`src/rtl/core/ptrc_pkg.sv`:
```
package ptrc_pkg;

    localparam int unsigned AtanTableLen = 32;

    typedef enum logic [1:0] {
        CMD_NONE  = 2'd0,
        CMD_STILL = 2'd1,
        CMD_LEFT  = 2'd2,
        CMD_RIGHT = 2'd3
    } t_pan_cmd;

    typedef enum logic [2:0] {
        ACT_FOUND  = 3'd0,
        ACT_LOST   = 3'd1,
        ACT_STALE  = 3'd2,
        ACT_TWIST  = 3'd3,
        ACT_SEARCH = 3'd4
    } t_action;

    typedef enum logic [2:0] {
        REG_DEADBAND = 3'd0,
        REG_GAIN     = 3'd1,
        REG_NEAR     = 3'd2,
        REG_FALLOFF  = 3'd3,
        REG_DECAY    = 3'd4
    } t_reg_idx;

    localparam logic [12:0] FactorOne = 13'd4096;
    localparam logic [15:0] InvGain   = 16'd39797;

    function automatic logic [16:0] atan_q16(input logic [4:0] i);
        logic [16:0] r;
        case (i)
            5'd0:  r = 17'd51472;
            5'd1:  r = 17'd30386;
            5'd2:  r = 17'd16055;
            5'd3:  r = 17'd8150;
            5'd4:  r = 17'd4091;
            5'd5:  r = 17'd2047;
            5'd6:  r = 17'd1024;
            5'd7:  r = 17'd512;
            5'd8:  r = 17'd256;
            5'd9:  r = 17'd128;
            5'd10: r = 17'd64;
            5'd11: r = 17'd32;
            5'd12: r = 17'd16;
            5'd13: r = 17'd8;
            5'd14: r = 17'd4;
            5'd15: r = 17'd2;
            5'd16: r = 17'd1;
            default: r = 17'd0;
        endcase
        return r;
    endfunction

endpackage

```
`src/rtl/core/pan_tracking_rate_controller.sv`:
```
// Channel  | Handshake             | Payload
// in       | i_valid / o_ready     | i_action, i_pos_x, i_pos_y, i_fallback_mode,
//          |                       | i_twist_linear, i_twist_angular
// out      | o_valid / i_ready     | o_pan_command, o_pan_speed, o_scaled_linear,
//          |                       | o_scaled_angular, o_twist_valid, o_speed_factor
// cfg      | i_cfg_we              | i_cfg_idx, i_cfg_data
//
// One transaction at a time. Target found: a CORDIC pass on the shift/add unit, then
// bearing, scale, window sample, window sum, decision, speed factor, the serial restoring
// divide and factor update when the speed factor needs it, then output (within deadband: no sums).
// Target lost: sum, decide, output; twist: twist, output; search, stale and unknown: output.
// Synchronous active-low reset; windows are cleared, factor zero, direction still.
// A result held in the output register stalls the next transaction until taken.
module pan_tracking_rate_controller
    import ptrc_pkg::*;
#(
    parameter int WINDOW_LEN   = 5,
    parameter int CORDIC_STEPS = 16
) (
    input  logic               i_clk,
    input  logic               i_rst_n,
    input  logic               i_cfg_we,
    input  logic [2:0]         i_cfg_idx,
    input  logic [15:0]        i_cfg_data,
    input  logic               i_valid,
    output logic               o_ready,
    input  logic [2:0]         i_action,
    input  logic signed [15:0] i_pos_x,
    input  logic signed [15:0] i_pos_y,
    input  logic               i_fallback_mode,
    input  logic signed [15:0] i_twist_linear,
    input  logic signed [15:0] i_twist_angular,
    output logic               o_valid,
    input  logic               i_ready,
    output logic [1:0]         o_pan_command,
    output logic [15:0]        o_pan_speed,
    output logic signed [15:0] o_scaled_linear,
    output logic signed [15:0] o_scaled_angular,
    output logic               o_twist_valid,
    output logic [12:0]        o_speed_factor
);

    localparam int WI = (WINDOW_LEN > 1) ? $clog2(WINDOW_LEN) : 1;
    localparam int CI = $clog2(CORDIC_STEPS + 1);
    localparam int SW = 16 + $clog2(WINDOW_LEN + 1);
    localparam int AvgShift = SW + $clog2(WINDOW_LEN);
    localparam logic [SW:0] AvgMul = (SW+1)'(((64'd1 << AvgShift) + 64'(WINDOW_LEN) - 64'd1)
                                             / 64'(WINDOW_LEN));
    localparam logic [26:0] Recip1000 = 27'd68719477;
    localparam int Recip1000Shift = 36;

    typedef enum logic [3:0] {
        S_IDLE, S_CORDIC, S_BEAR, S_SCALE, S_SAMPLE, S_SUM, S_DECIDE,
        S_FACTOR, S_DIV, S_TWIST, S_OUT
    } t_state;

    t_state r_state;
    logic [10:0] r_deadband;
    logic [3:0]  r_gain;
    logic [15:0] r_near, r_falloff;
    logic [12:0] r_decay;

    logic [15:0] r_lw [WINDOW_LEN];
    logic [15:0] r_rw [WINDOW_LEN];
    logic [1:0]  r_dir;
    logic [12:0] r_factor;
    logic signed [15:0] r_turn;

    logic [2:0]  r_act;
    logic        r_fb;
    logic signed [15:0] r_tl, r_ta;
    logic signed [27:0] r_x, r_y;
    logic signed [23:0] r_z;
    logic [CI-1:0] r_it;
    logic [WI-1:0] r_wi;
    logic [SW-1:0] r_suml, r_sumr;
    logic [16:0] r_dist;
    logic [11:0] r_mag;
    logic        r_left;
    logic [28:0] r_prod;
    logic [29:0] r_rem;
    logic [28:0] r_quo;
    logic [4:0]  r_dcnt;
    logic [1:0]  r_cmd;
    logic [15:0] r_spd;
    logic signed [15:0] r_sl, r_sa;
    logic        r_tv;
    logic        r_ov;

    logic signed [27:0] sh_x, sh_y;
    logic signed [43:0] dist_p;
    logic [21:0]  bmag_p;
    logic [11:0]  bmag;
    logic [11:0]  excess;
    logic [28:0]  samp_p;
    logic [55:0]  samp_m;
    logic [18:0]  samp_q;
    logic [SW-1:0] avg_nl, avg_nr;
    logic [2*SW:0] avg_pl, avg_pr;
    logic [SW-1:0] avg_l, avg_r;
    logic signed [SW+1:0] s_left;
    logic [SW:0]  s_right;
    logic [12:0]  decayed;
    logic signed [29:0] mul_l, mul_a;
    logic [30:0]  rem_try;
    logic [15:0]  fo;

    assign sh_x = r_x >>> r_it;
    assign sh_y = r_y >>> r_it;
    assign dist_p = $signed({1'b0, r_x[26:0]}) * $signed({1'b0, InvGain}) + 44'sd8388608;
    assign bmag_p = (r_z < 0) ? 22'(((-r_z) * 1000 + 32768) >> 16) :
                                22'((r_z * 1000 + 32768) >> 16);
    assign bmag = bmag_p[11:0];
    assign excess = r_mag - 12'(r_deadband);
    assign samp_p = 29'(excess) * 29'(r_gain) * 29'd2048 + 29'd500;
    assign samp_m = 56'(r_prod) * 56'(Recip1000);
    assign samp_q = samp_m[Recip1000Shift +: 19];
    assign avg_nl = r_suml + SW'(WINDOW_LEN / 2);
    assign avg_nr = r_sumr + SW'(WINDOW_LEN / 2);
    assign avg_pl = (2*SW+1)'(avg_nl) * (2*SW+1)'(AvgMul);
    assign avg_pr = (2*SW+1)'(avg_nr) * (2*SW+1)'(AvgMul);
    assign avg_l = SW'(avg_pl >> AvgShift);
    assign avg_r = SW'(avg_pr >> AvgShift);
    assign s_left = $signed({2'b0, avg_l}) -
                    $signed((SW+2)'(r_turn < 0 ? -32'(r_turn) : 32'(r_turn)));
    assign s_right = (SW+1)'(avg_r) + (SW+1)'(r_turn < 0 ? -32'(r_turn) : 32'(r_turn));
    assign decayed = (r_factor > r_decay) ? r_factor - r_decay : 13'd0;
    assign mul_l = r_tl * $signed({1'b0, r_factor}) + 30'sd2048;
    assign mul_a = r_ta * $signed({1'b0, r_factor}) + 30'sd2048;
    assign fo = (r_falloff == 16'd0) ? 16'd1 : r_falloff;
    assign rem_try = {r_rem, r_quo[28]} - 31'(fo);

    assign o_ready = (r_state == S_IDLE) && !r_ov;
    assign o_valid = r_ov;
    assign o_pan_command = r_cmd;
    assign o_pan_speed = r_spd;
    assign o_scaled_linear = r_sl;
    assign o_scaled_angular = r_sa;
    assign o_twist_valid = r_tv;
    assign o_speed_factor = r_factor;

    always_ff @(posedge i_clk) begin
        if (!i_rst_n) begin
            r_state <= S_IDLE;
            r_deadband <= 11'd35;
            r_gain <= 4'd3;
            r_near <= 16'd1500;
            r_falloff <= 16'd1000;
            r_decay <= 13'd20;
            for (int k = 0; k < WINDOW_LEN; k++) begin
                r_lw[k] <= '0;
                r_rw[k] <= '0;
            end
            r_dir <= CMD_STILL;
            r_factor <= '0;
            r_turn <= '0;
            r_ov <= 1'b0;
        end else begin
            if (i_cfg_we) begin
                case (i_cfg_idx)
                    REG_DEADBAND: r_deadband <= i_cfg_data[10:0];
                    REG_GAIN:     r_gain <= i_cfg_data[3:0];
                    REG_NEAR:     r_near <= i_cfg_data;
                    REG_FALLOFF:  r_falloff <= i_cfg_data;
                    REG_DECAY:    r_decay <= i_cfg_data[12:0];
                    default: ;
                endcase
            end
            if (r_ov && i_ready) r_ov <= 1'b0;
            case (r_state)
                S_IDLE: begin
                    if (i_valid && o_ready) begin
                        r_act <= i_action;
                        r_fb <= i_fallback_mode;
                        r_tl <= i_twist_linear;
                        r_ta <= i_twist_angular;
                        r_x <= 28'(i_pos_x < 0 ? -32'(i_pos_x) : 32'(i_pos_x)) <<< 8;
                        r_y <= 28'(i_pos_y) <<< 8;
                        r_z <= '0;
                        r_it <= '0;
                        r_cmd <= CMD_NONE;
                        r_spd <= '0;
                        r_sl <= '0;
                        r_sa <= '0;
                        r_tv <= 1'b0;
                        case (i_action)
                            ACT_FOUND: r_state <= S_CORDIC;
                            ACT_LOST, ACT_SEARCH: begin
                                for (int k = 0; k + 1 < WINDOW_LEN; k++) begin
                                    r_lw[k] <= r_lw[k+1];
                                    r_rw[k] <= r_rw[k+1];
                                end
                                r_lw[WINDOW_LEN-1] <= '0;
                                r_rw[WINDOW_LEN-1] <= '0;
                                r_factor <= (r_factor > r_decay) ? r_factor - r_decay : 13'd0;
                                r_suml <= '0;
                                r_sumr <= '0;
                                r_wi <= '0;
                                r_state <= (i_action == ACT_LOST) ? S_SUM : S_OUT;
                            end
                            ACT_TWIST: r_state <= S_TWIST;
                            default: r_state <= S_OUT;
                        endcase
                    end
                end
                S_CORDIC: begin
                    if (r_x == 0 && r_y == 0) begin
                        r_state <= S_BEAR;
                    end else if (32'(r_it) >= CORDIC_STEPS) begin
                        if (r_x < 0) r_x <= '0;
                        r_state <= S_BEAR;
                    end else begin
                        if (r_y > 0) begin
                            r_x <= r_x + sh_y;
                            r_y <= r_y - sh_x;
                            r_z <= r_z + 24'(atan_q16(5'(r_it)));
                        end else begin
                            r_x <= r_x - sh_y;
                            r_y <= r_y + sh_x;
                            r_z <= r_z - 24'(atan_q16(5'(r_it)));
                        end
                        r_it <= r_it + 1'b1;
                    end
                end
                S_BEAR: begin
                    r_dist <= dist_p[40:24];
                    r_mag <= bmag;
                    r_left <= (r_z > 0) && (bmag != 0);
                    r_state <= S_SCALE;
                end
                S_SCALE: begin
                    r_prod <= samp_p;
                    r_state <= S_SAMPLE;
                end
                S_SAMPLE: begin
                    r_suml <= '0;
                    r_sumr <= '0;
                    r_wi <= '0;
                    if (r_mag > 12'(r_deadband)) begin
                        for (int k = 0; k + 1 < WINDOW_LEN; k++) begin
                            if (r_left) begin
                                r_lw[k] <= r_lw[k+1];
                                r_rw[k] <= '0;
                            end else begin
                                r_rw[k] <= r_rw[k+1];
                                r_lw[k] <= '0;
                            end
                        end
                        if (r_left) begin
                            r_lw[WINDOW_LEN-1] <= (samp_q > 19'd65535) ? 16'hFFFF : samp_q[15:0];
                            r_rw[WINDOW_LEN-1] <= '0;
                        end else begin
                            r_rw[WINDOW_LEN-1] <= (samp_q > 19'd65535) ? 16'hFFFF : samp_q[15:0];
                            r_lw[WINDOW_LEN-1] <= '0;
                        end
                        r_state <= S_SUM;
                    end else begin
                        for (int k = 0; k < WINDOW_LEN; k++) begin
                            r_lw[k] <= '0;
                            r_rw[k] <= '0;
                        end
                        r_cmd <= CMD_STILL;
                        r_dir <= CMD_STILL;
                        r_state <= S_FACTOR;
                    end
                end
                S_SUM: begin
                    r_suml <= r_suml + SW'(r_lw[r_wi]);
                    r_sumr <= r_sumr + SW'(r_rw[r_wi]);
                    if (32'(r_wi) == WINDOW_LEN - 1) r_state <= S_DECIDE;
                    else r_wi <= r_wi + 1'b1;
                end
                S_DECIDE: begin
                    if (r_act == ACT_FOUND) begin
                        if (r_left) begin
                            if (s_left < 0) begin
                                r_cmd <= CMD_RIGHT;
                                r_dir <= CMD_RIGHT;
                                r_spd <= (-s_left > 65535) ? 16'hFFFF : 16'(-s_left);
                                for (int k = 0; k < WINDOW_LEN; k++) begin
                                    r_rw[k] <= r_lw[k];
                                    r_lw[k] <= '0;
                                end
                            end else begin
                                r_cmd <= CMD_LEFT;
                                r_dir <= CMD_LEFT;
                                r_spd <= (s_left > 65535) ? 16'hFFFF : 16'(s_left);
                            end
                        end else begin
                            r_cmd <= CMD_RIGHT;
                            r_dir <= CMD_RIGHT;
                            r_spd <= (s_right > 65535) ? 16'hFFFF : 16'(s_right);
                        end
                        r_state <= S_FACTOR;
                    end else begin
                        if (avg_l == 0 && avg_r == 0) begin
                            r_dir <= CMD_STILL;
                            r_cmd <= CMD_STILL;
                        end else if (r_dir == CMD_LEFT) begin
                            r_cmd <= CMD_LEFT;
                            r_spd <= 16'(avg_l);
                        end else if (r_dir == CMD_RIGHT) begin
                            r_cmd <= CMD_RIGHT;
                            r_spd <= 16'(avg_r);
                        end
                        r_state <= S_OUT;
                    end
                end
                S_FACTOR: begin
                    if (r_fb) begin
                        r_factor <= decayed;
                        r_state <= S_OUT;
                    end else if (r_dist <= 17'(r_near)) begin
                        r_factor <= FactorOne;
                        r_state <= S_OUT;
                    end else begin
                        r_quo <= 29'(r_dist - 17'(r_near)) << 12;
                        r_rem <= '0;
                        r_dcnt <= '0;
                        r_state <= S_DIV;
                    end
                end
                S_DIV: begin
                    if (!rem_try[30]) begin
                        r_rem <= rem_try[29:0];
                        r_quo <= {r_quo[27:0], 1'b1};
                    end else begin
                        r_rem <= {r_rem[28:0], r_quo[28]};
                        r_quo <= {r_quo[27:0], 1'b0};
                    end
                    if (r_dcnt == 5'd28) begin
                        r_state <= S_TWIST;
                    end
                    r_dcnt <= r_dcnt + 1'b1;
                end
                S_TWIST: begin
                    if (r_act == ACT_TWIST) begin
                        r_sl <= 16'(mul_l >>> 12);
                        r_sa <= 16'(mul_a >>> 12);
                        r_turn <= 16'(mul_a >>> 12);
                        r_tv <= 1'b1;
                    end else begin
                        r_factor <= (r_quo >= 29'd4096) ? 13'd0 : 13'(13'd4096 - r_quo[12:0]);
                    end
                    r_state <= S_OUT;
                end
                S_OUT: begin
                    r_ov <= 1'b1;
                    r_state <= S_IDLE;
                end
                default: r_state <= S_IDLE;
            endcase
        end
    end

`ifndef SYNTHESIS
    a_busy_no_ready: assert property (@(posedge i_clk) disable iff (!i_rst_n)
        (r_state != S_IDLE) |-> !o_ready) else $error("ready while busy");
    a_out_hold: assert property (@(posedge i_clk) disable iff (!i_rst_n)
        (o_valid && !i_ready) |=> (o_valid && $stable(o_pan_speed))) else $error("result dropped");
    a_factor_range: assert property (@(posedge i_clk) disable iff (!i_rst_n)
        r_factor <= FactorOne) else $error("factor out of range");
    a_tv_only_twist: assert property (@(posedge i_clk) disable iff (!i_rst_n)
        (o_valid && o_twist_valid) |-> (o_pan_command == CMD_NONE)) else $error("twist mix");
`endif

endmodule
```
`config.mk`:
```
export PLATFORM = sky130hd
export DESIGN_NAME = pan_tracking_rate_controller
export DESIGN_NICKNAME = d
export VERILOG_FILES = /design/src/rtl/core/ptrc_pkg.sv /design/src/rtl/core/pan_tracking_rate_controller.sv
export SDC_FILE = /design/constraint.sdc
export NUM_CORES = 2
export LEC_CHECK = 0
export ABC_CLOCK_PERIOD_IN_PS = 12400
export BUFFER_PORTS_ARGS = -buffer_cell sky130_fd_sc_hd__buf_4
export CAP_MARGIN = 20
export CELL_PAD_IN_SITES_DETAIL_PLACEMENT = 2
export CELL_PAD_IN_SITES_GLOBAL_PLACEMENT = 2
export CORE_MARGIN = 4
export CORE_UTILIZATION = 43
export CTS_CLUSTER_SIZE = 14
export DETAILED_ROUTE_END_ITERATION = 16
export GPL_TIMING_DRIVEN = 0
export PLACE_DENSITY = 0.86
export RECOVER_POWER = 50
export SYNTH_ARGS = -nofsm -noshare
export SYNTH_HDL_FRONTEND = slang
export SYNTH_SLANG_ARGS = --single-unit
```
`constraint.sdc`:
```
create_clock -name i_clk -period 12.4 [get_ports i_clk]
set_clock_uncertainty 0.2 [all_clocks]
set_input_delay 0.62 -clock i_clk [delete_from_list [all_inputs] [get_ports i_clk]]
set_output_delay 0.62 -clock i_clk [all_outputs]
set_load 0.01 [all_outputs]
```
==> impl_metrics.env <==
export IMPL_avgSynthCellArea_sq_um=9.582
export IMPL_cts_buffers=79
export IMPL_fin_tns_setup_ns=-23.92
export IMPL_synth_seq_cells=598
export IMPL_mostFrequentLayoutCells="1707 x inv_1, 1196 x ha_1, 1082 x fa_1"
export IMPL_r2r_start="r_suml[3]"
export IMPL_met3WireLength_microns=35740
export IMPL_fp_dieW_microns=459.0
export IMPL_portBuffers=157
export IMPL_grt_pass1_vias=91170
export IMPL_violations="max-capacitance violations, max-slew violations, negative setup slack"
export IMPL_timing_critical_path_slowest_cell_delay_ns=0.84
export IMPL_cts_sinks=598
export IMPL_tritoncts="done"
export IMPL_hpwl_microns=285700
export IMPL_async_flop_share=0
export IMPL_fillers=21160
export IMPL_netlist_instances=9129
export IMPL_cp_start_kind="flop"
export IMPL_layout_worst_path_cycle_share=1.033
export IMPL_highest_layer="met5"
export IMPL_ys_seq_area_frac=0.1830
export IMPL_cts_root_buffer="clkbuf_16"
export IMPL_dpl_cell_count=11980
export IMPL_clk_pin_slew_ns=0.07
export IMPL_place_area_sq_mm=0.09233
export IMPL_rows=165
export IMPL_fmax_mhz=78.10
export IMPL_syn2layout_area_growth_pct=9.442
export IMPL_wl_microns=434100
export IMPL_path_delay_family="simple AND/OR/NAND/NOR gates"
export IMPL_stdcell_count=12260
export IMPL_synth_main_ff_cell="edfxtp_1"
export IMPL_hp_start="i_cfg_data[9]"
export IMPL_drc=0
export IMPL_core_sq_mm=0.2023
export IMPL_floorplan_initialDensity=0.4323
export IMPL_track_usage=0.3956
export IMPL_final_hold_violation_count=0
export IMPL_cts_buffer_depth=3
export IMPL_hold_end="r_deadband[9]"
export IMPL_worstPathMaxFanout=10
export IMPL_status="complete, but fails checks"
export IMPL_worst_pin_slew_ns=3.821
export IMPL_crit_arrival_ns=13.20
export IMPL_fin_util=0.4732
export IMPL_setup_ws_ns=-0.4037
export IMPL_synth_edf_count=403
export IMPL_vias_per_cell=6.414
export IMPL_holdPathStages=3
export IMPL_layout_drive_gt1_share=0.05126
export IMPL_hold_path_class="input port to flop"
export IMPL_critPathKind="flop to flop"
export IMPL_nets=11850
export IMPL_met2WireLength_microns=209000
export IMPL_dieHeight_microns=459.0
export IMPL_overflow=0
export IMPL_wl_per_cell_microns=35.41
export IMPL_insertion_delay_ns=0.84
export IMPL_slew_headroom=-1.547
export IMPL_synth_nets=11500
export IMPL_stdcell_area_sq_mm=0.09573
export IMPL_drt_first_pass_iters=6
export IMPL_slew_violations=239
export IMPL_period_needed_ns=12.80
export IMPL_yosys_warnings=0
export IMPL_max_cap_viol_count=8
export IMPL_path_buf_inv=6
export IMPL_layout_commonest_cell="inv_1"
export IMPL_crit_slowest_cell="fa_1"
export IMPL_htreeDepth=3
export IMPL_antenna_found_initial=59
export IMPL_grt_pass1_wl_microns=619900
export IMPL_required_ns=12.79
export IMPL_timing_rr_end="o_pan_speed[13]"
export IMPL_drt_met1_wl_microns=145600
export IMPL_gp_congestion=0.9472
export IMPL_r2r_cells=38
export IMPL_drt_iter0_drc=7213
export IMPL_grt_max_degree=65
export IMPL_setup_violations=138
export IMPL_synthesis_area_sq_mm=0.08747
export IMPL_io_pins=158
export IMPL_critPathCaptureType="flop"
export IMPL_ys_types=107
export IMPL_vias=78620
export IMPL_reg2reg_slack_ns=-0.40
export IMPL_dieArea_sq_mm=0.2107
export IMPL_final_antenna_net_count=0
worst max path at each step:
stage / startpoint / endpoint / slack (ns) / cells past startpoint
after floorplan: r_suml[1] / r_rw[0][0] / 1.78 / 36
after global placement: r_suml[1] / r_rw[0][6] / -0.92 / 34
after detailed placement: r_suml[1] / r_rw[2][8] / -0.40 / 35
after CTS: r_suml[1] / o_pan_speed[13] / 0.005 / 38
after global routing: r_suml[1] / o_pan_speed[13] / -0.48 / 38
final: r_suml[3] / o_pan_speed[13] / -0.40 / 38
per-layer routing:
layer	global-route usage	up-vias
met5	0	-
met2	0.6769	5112
li1	-	30910
met1	0.4115	39960
met4	0.3148	32
met3	0.1034	2603
area by class of cell:
cell class,instances,area [sq um],share of cell area
Clock inverter,39,372.9,0.003895
Inverter,1715,6446,0.06734
Buffer,257,1003,0.01048
Timing Repair Buffer,265,1888,0.01972
Clock buffer,108,2270,0.02371
Multi-Input combinational cell,6558,64290,0.6715
Tap cell,2672,3343,0.03492
Antenna cell,46,115.1,0.001202
Sequential cell,598,16010,0.1672
cell families (layout without fill, tap and decap cells):
kind of cell / count (synthesis) / count (layout) / synth area share
other cells: 2 / 48 / 0.00008586
buf+inv: 1973 / 2384 / 0.08508
fa+ha+maj: 2282 / 2282 / 0.4194
mux: 185 / 185 / 0.03331
compound gates: 1409 / 1409 / 0.1079
simple gates: 2160 / 2160 / 0.1184
xor+xnor: 520 / 520 / 0.05287
flops: 598 / 598 / 0.1830
registers in the layout (all words and copies together), names as in the netlist, 24 cells and up, named ones only:
name,cells
r_rw,80
r_lw,80
r_rem,30
r_y,28
r_x,28
r_quo,29
r_z,24
per-stage QoR:
step	hold WS, ns	setup slack (ns)
2_1_floorplan	0.2435	1.782
3_5_place_dp	0.2663	-0.3971
4_1_cts	0.001603	0.005024
5_1_grt	-0.005369	-0.4760
3_3_place_gp	0.2515	-0.9240
6_report	0.01694	-0.4037
worst reg2reg max path, delay by kind of cell (launching register included):
family | cells | cell delay (ns)
buf+inv | 6 | 1.20
flops | 1 | 0.54
simple gates | 13 | 3.75
fa+ha+maj | 7 | 3.45
compound gates | 10 | 3.10
xor+xnor | 2 | 0.39
Yosys cell counts (12+ instances only):
| cell | number | area [sq um] |
|---|---|---|
| nor4_1 | 41 | 256.5 |
| or4_1 | 17 | 127.6 |
| o21bai_1 | 32 | 240.2 |
| a21boi_0 | 84 | 630.6 |
| a211o_1 | 13 | 113.9 |
| nor3b_1 | 16 | 120.1 |
| inv_1 | 1708 | 6411 |
| mux2_2 | 39 | 439.2 |
| o21ai_1 | 14 | 70.07 |
| fa_1 | 1084 | 21700 |
| clkbuf_1 | 215 | 807.0 |
| a22o_1 | 148 | 1296 |
| o31ai_1 | 26 | 195.2 |
| dfxtp_1 | 195 | 3904 |
| a21o_1 | 93 | 698.2 |
| o22ai_1 | 32 | 200.2 |
| nor3_1 | 123 | 615.6 |
| a22oi_1 | 18 | 135.1 |
| or2_2 | 16 | 100.1 |
| nand4_1 | 33 | 206.5 |
| nand2_1 | 743 | 2789 |
| buf_2 | 17 | 85.08 |
| edfxtp_1 | 403 | 12100 |
| mux4_2 | 81 | 1824 |
| a21oi_1 | 326 | 1632 |
| o21a_1 | 62 | 465.5 |
| nor2b_1 | 67 | 419.2 |
| xor2_1 | 186 | 1629 |
| and2_1 | 299 | 1871 |
| o21ai_0 | 299 | 1496 |
| ha_1 | 1196 | 14960 |
| a211oi_1 | 40 | 300.3 |
| nor2_1 | 471 | 1768 |
| buf_1 | 23 | 86.33 |
| mux2i_1 | 65 | 650.6 |
| xnor2_1 | 328 | 2873 |
| nand2b_1 | 60 | 375.4 |
| a31o_2 | 12 | 105.1 |
| and3_1 | 75 | 469.2 |
| nand3b_1 | 12 | 90.09 |
| a31oi_1 | 38 | 237.7 |
| or3_1 | 44 | 275.3 |
| o211ai_1 | 53 | 397.9 |
| nand3_1 | 109 | 545.5 |
timing repair:
| action | 4_1_cts | 5_1_grt |
|---|---|---|
| endpoints found under the setup margin | 247 | 276 |
| endpoints found under the hold margin | 66 | 0 |
| hold buffers | 57 | 0 |
| pin swaps | 1 | 11 |
| cloned | 0 | 0 |
| buffers inserted | 1 | 21 |
| gates resized for setup | 13 | 36 |
Power is left out: the tool's default activity adds up to more than one toggle a clock period on the data nets, which glitch-free logic cannot reach.
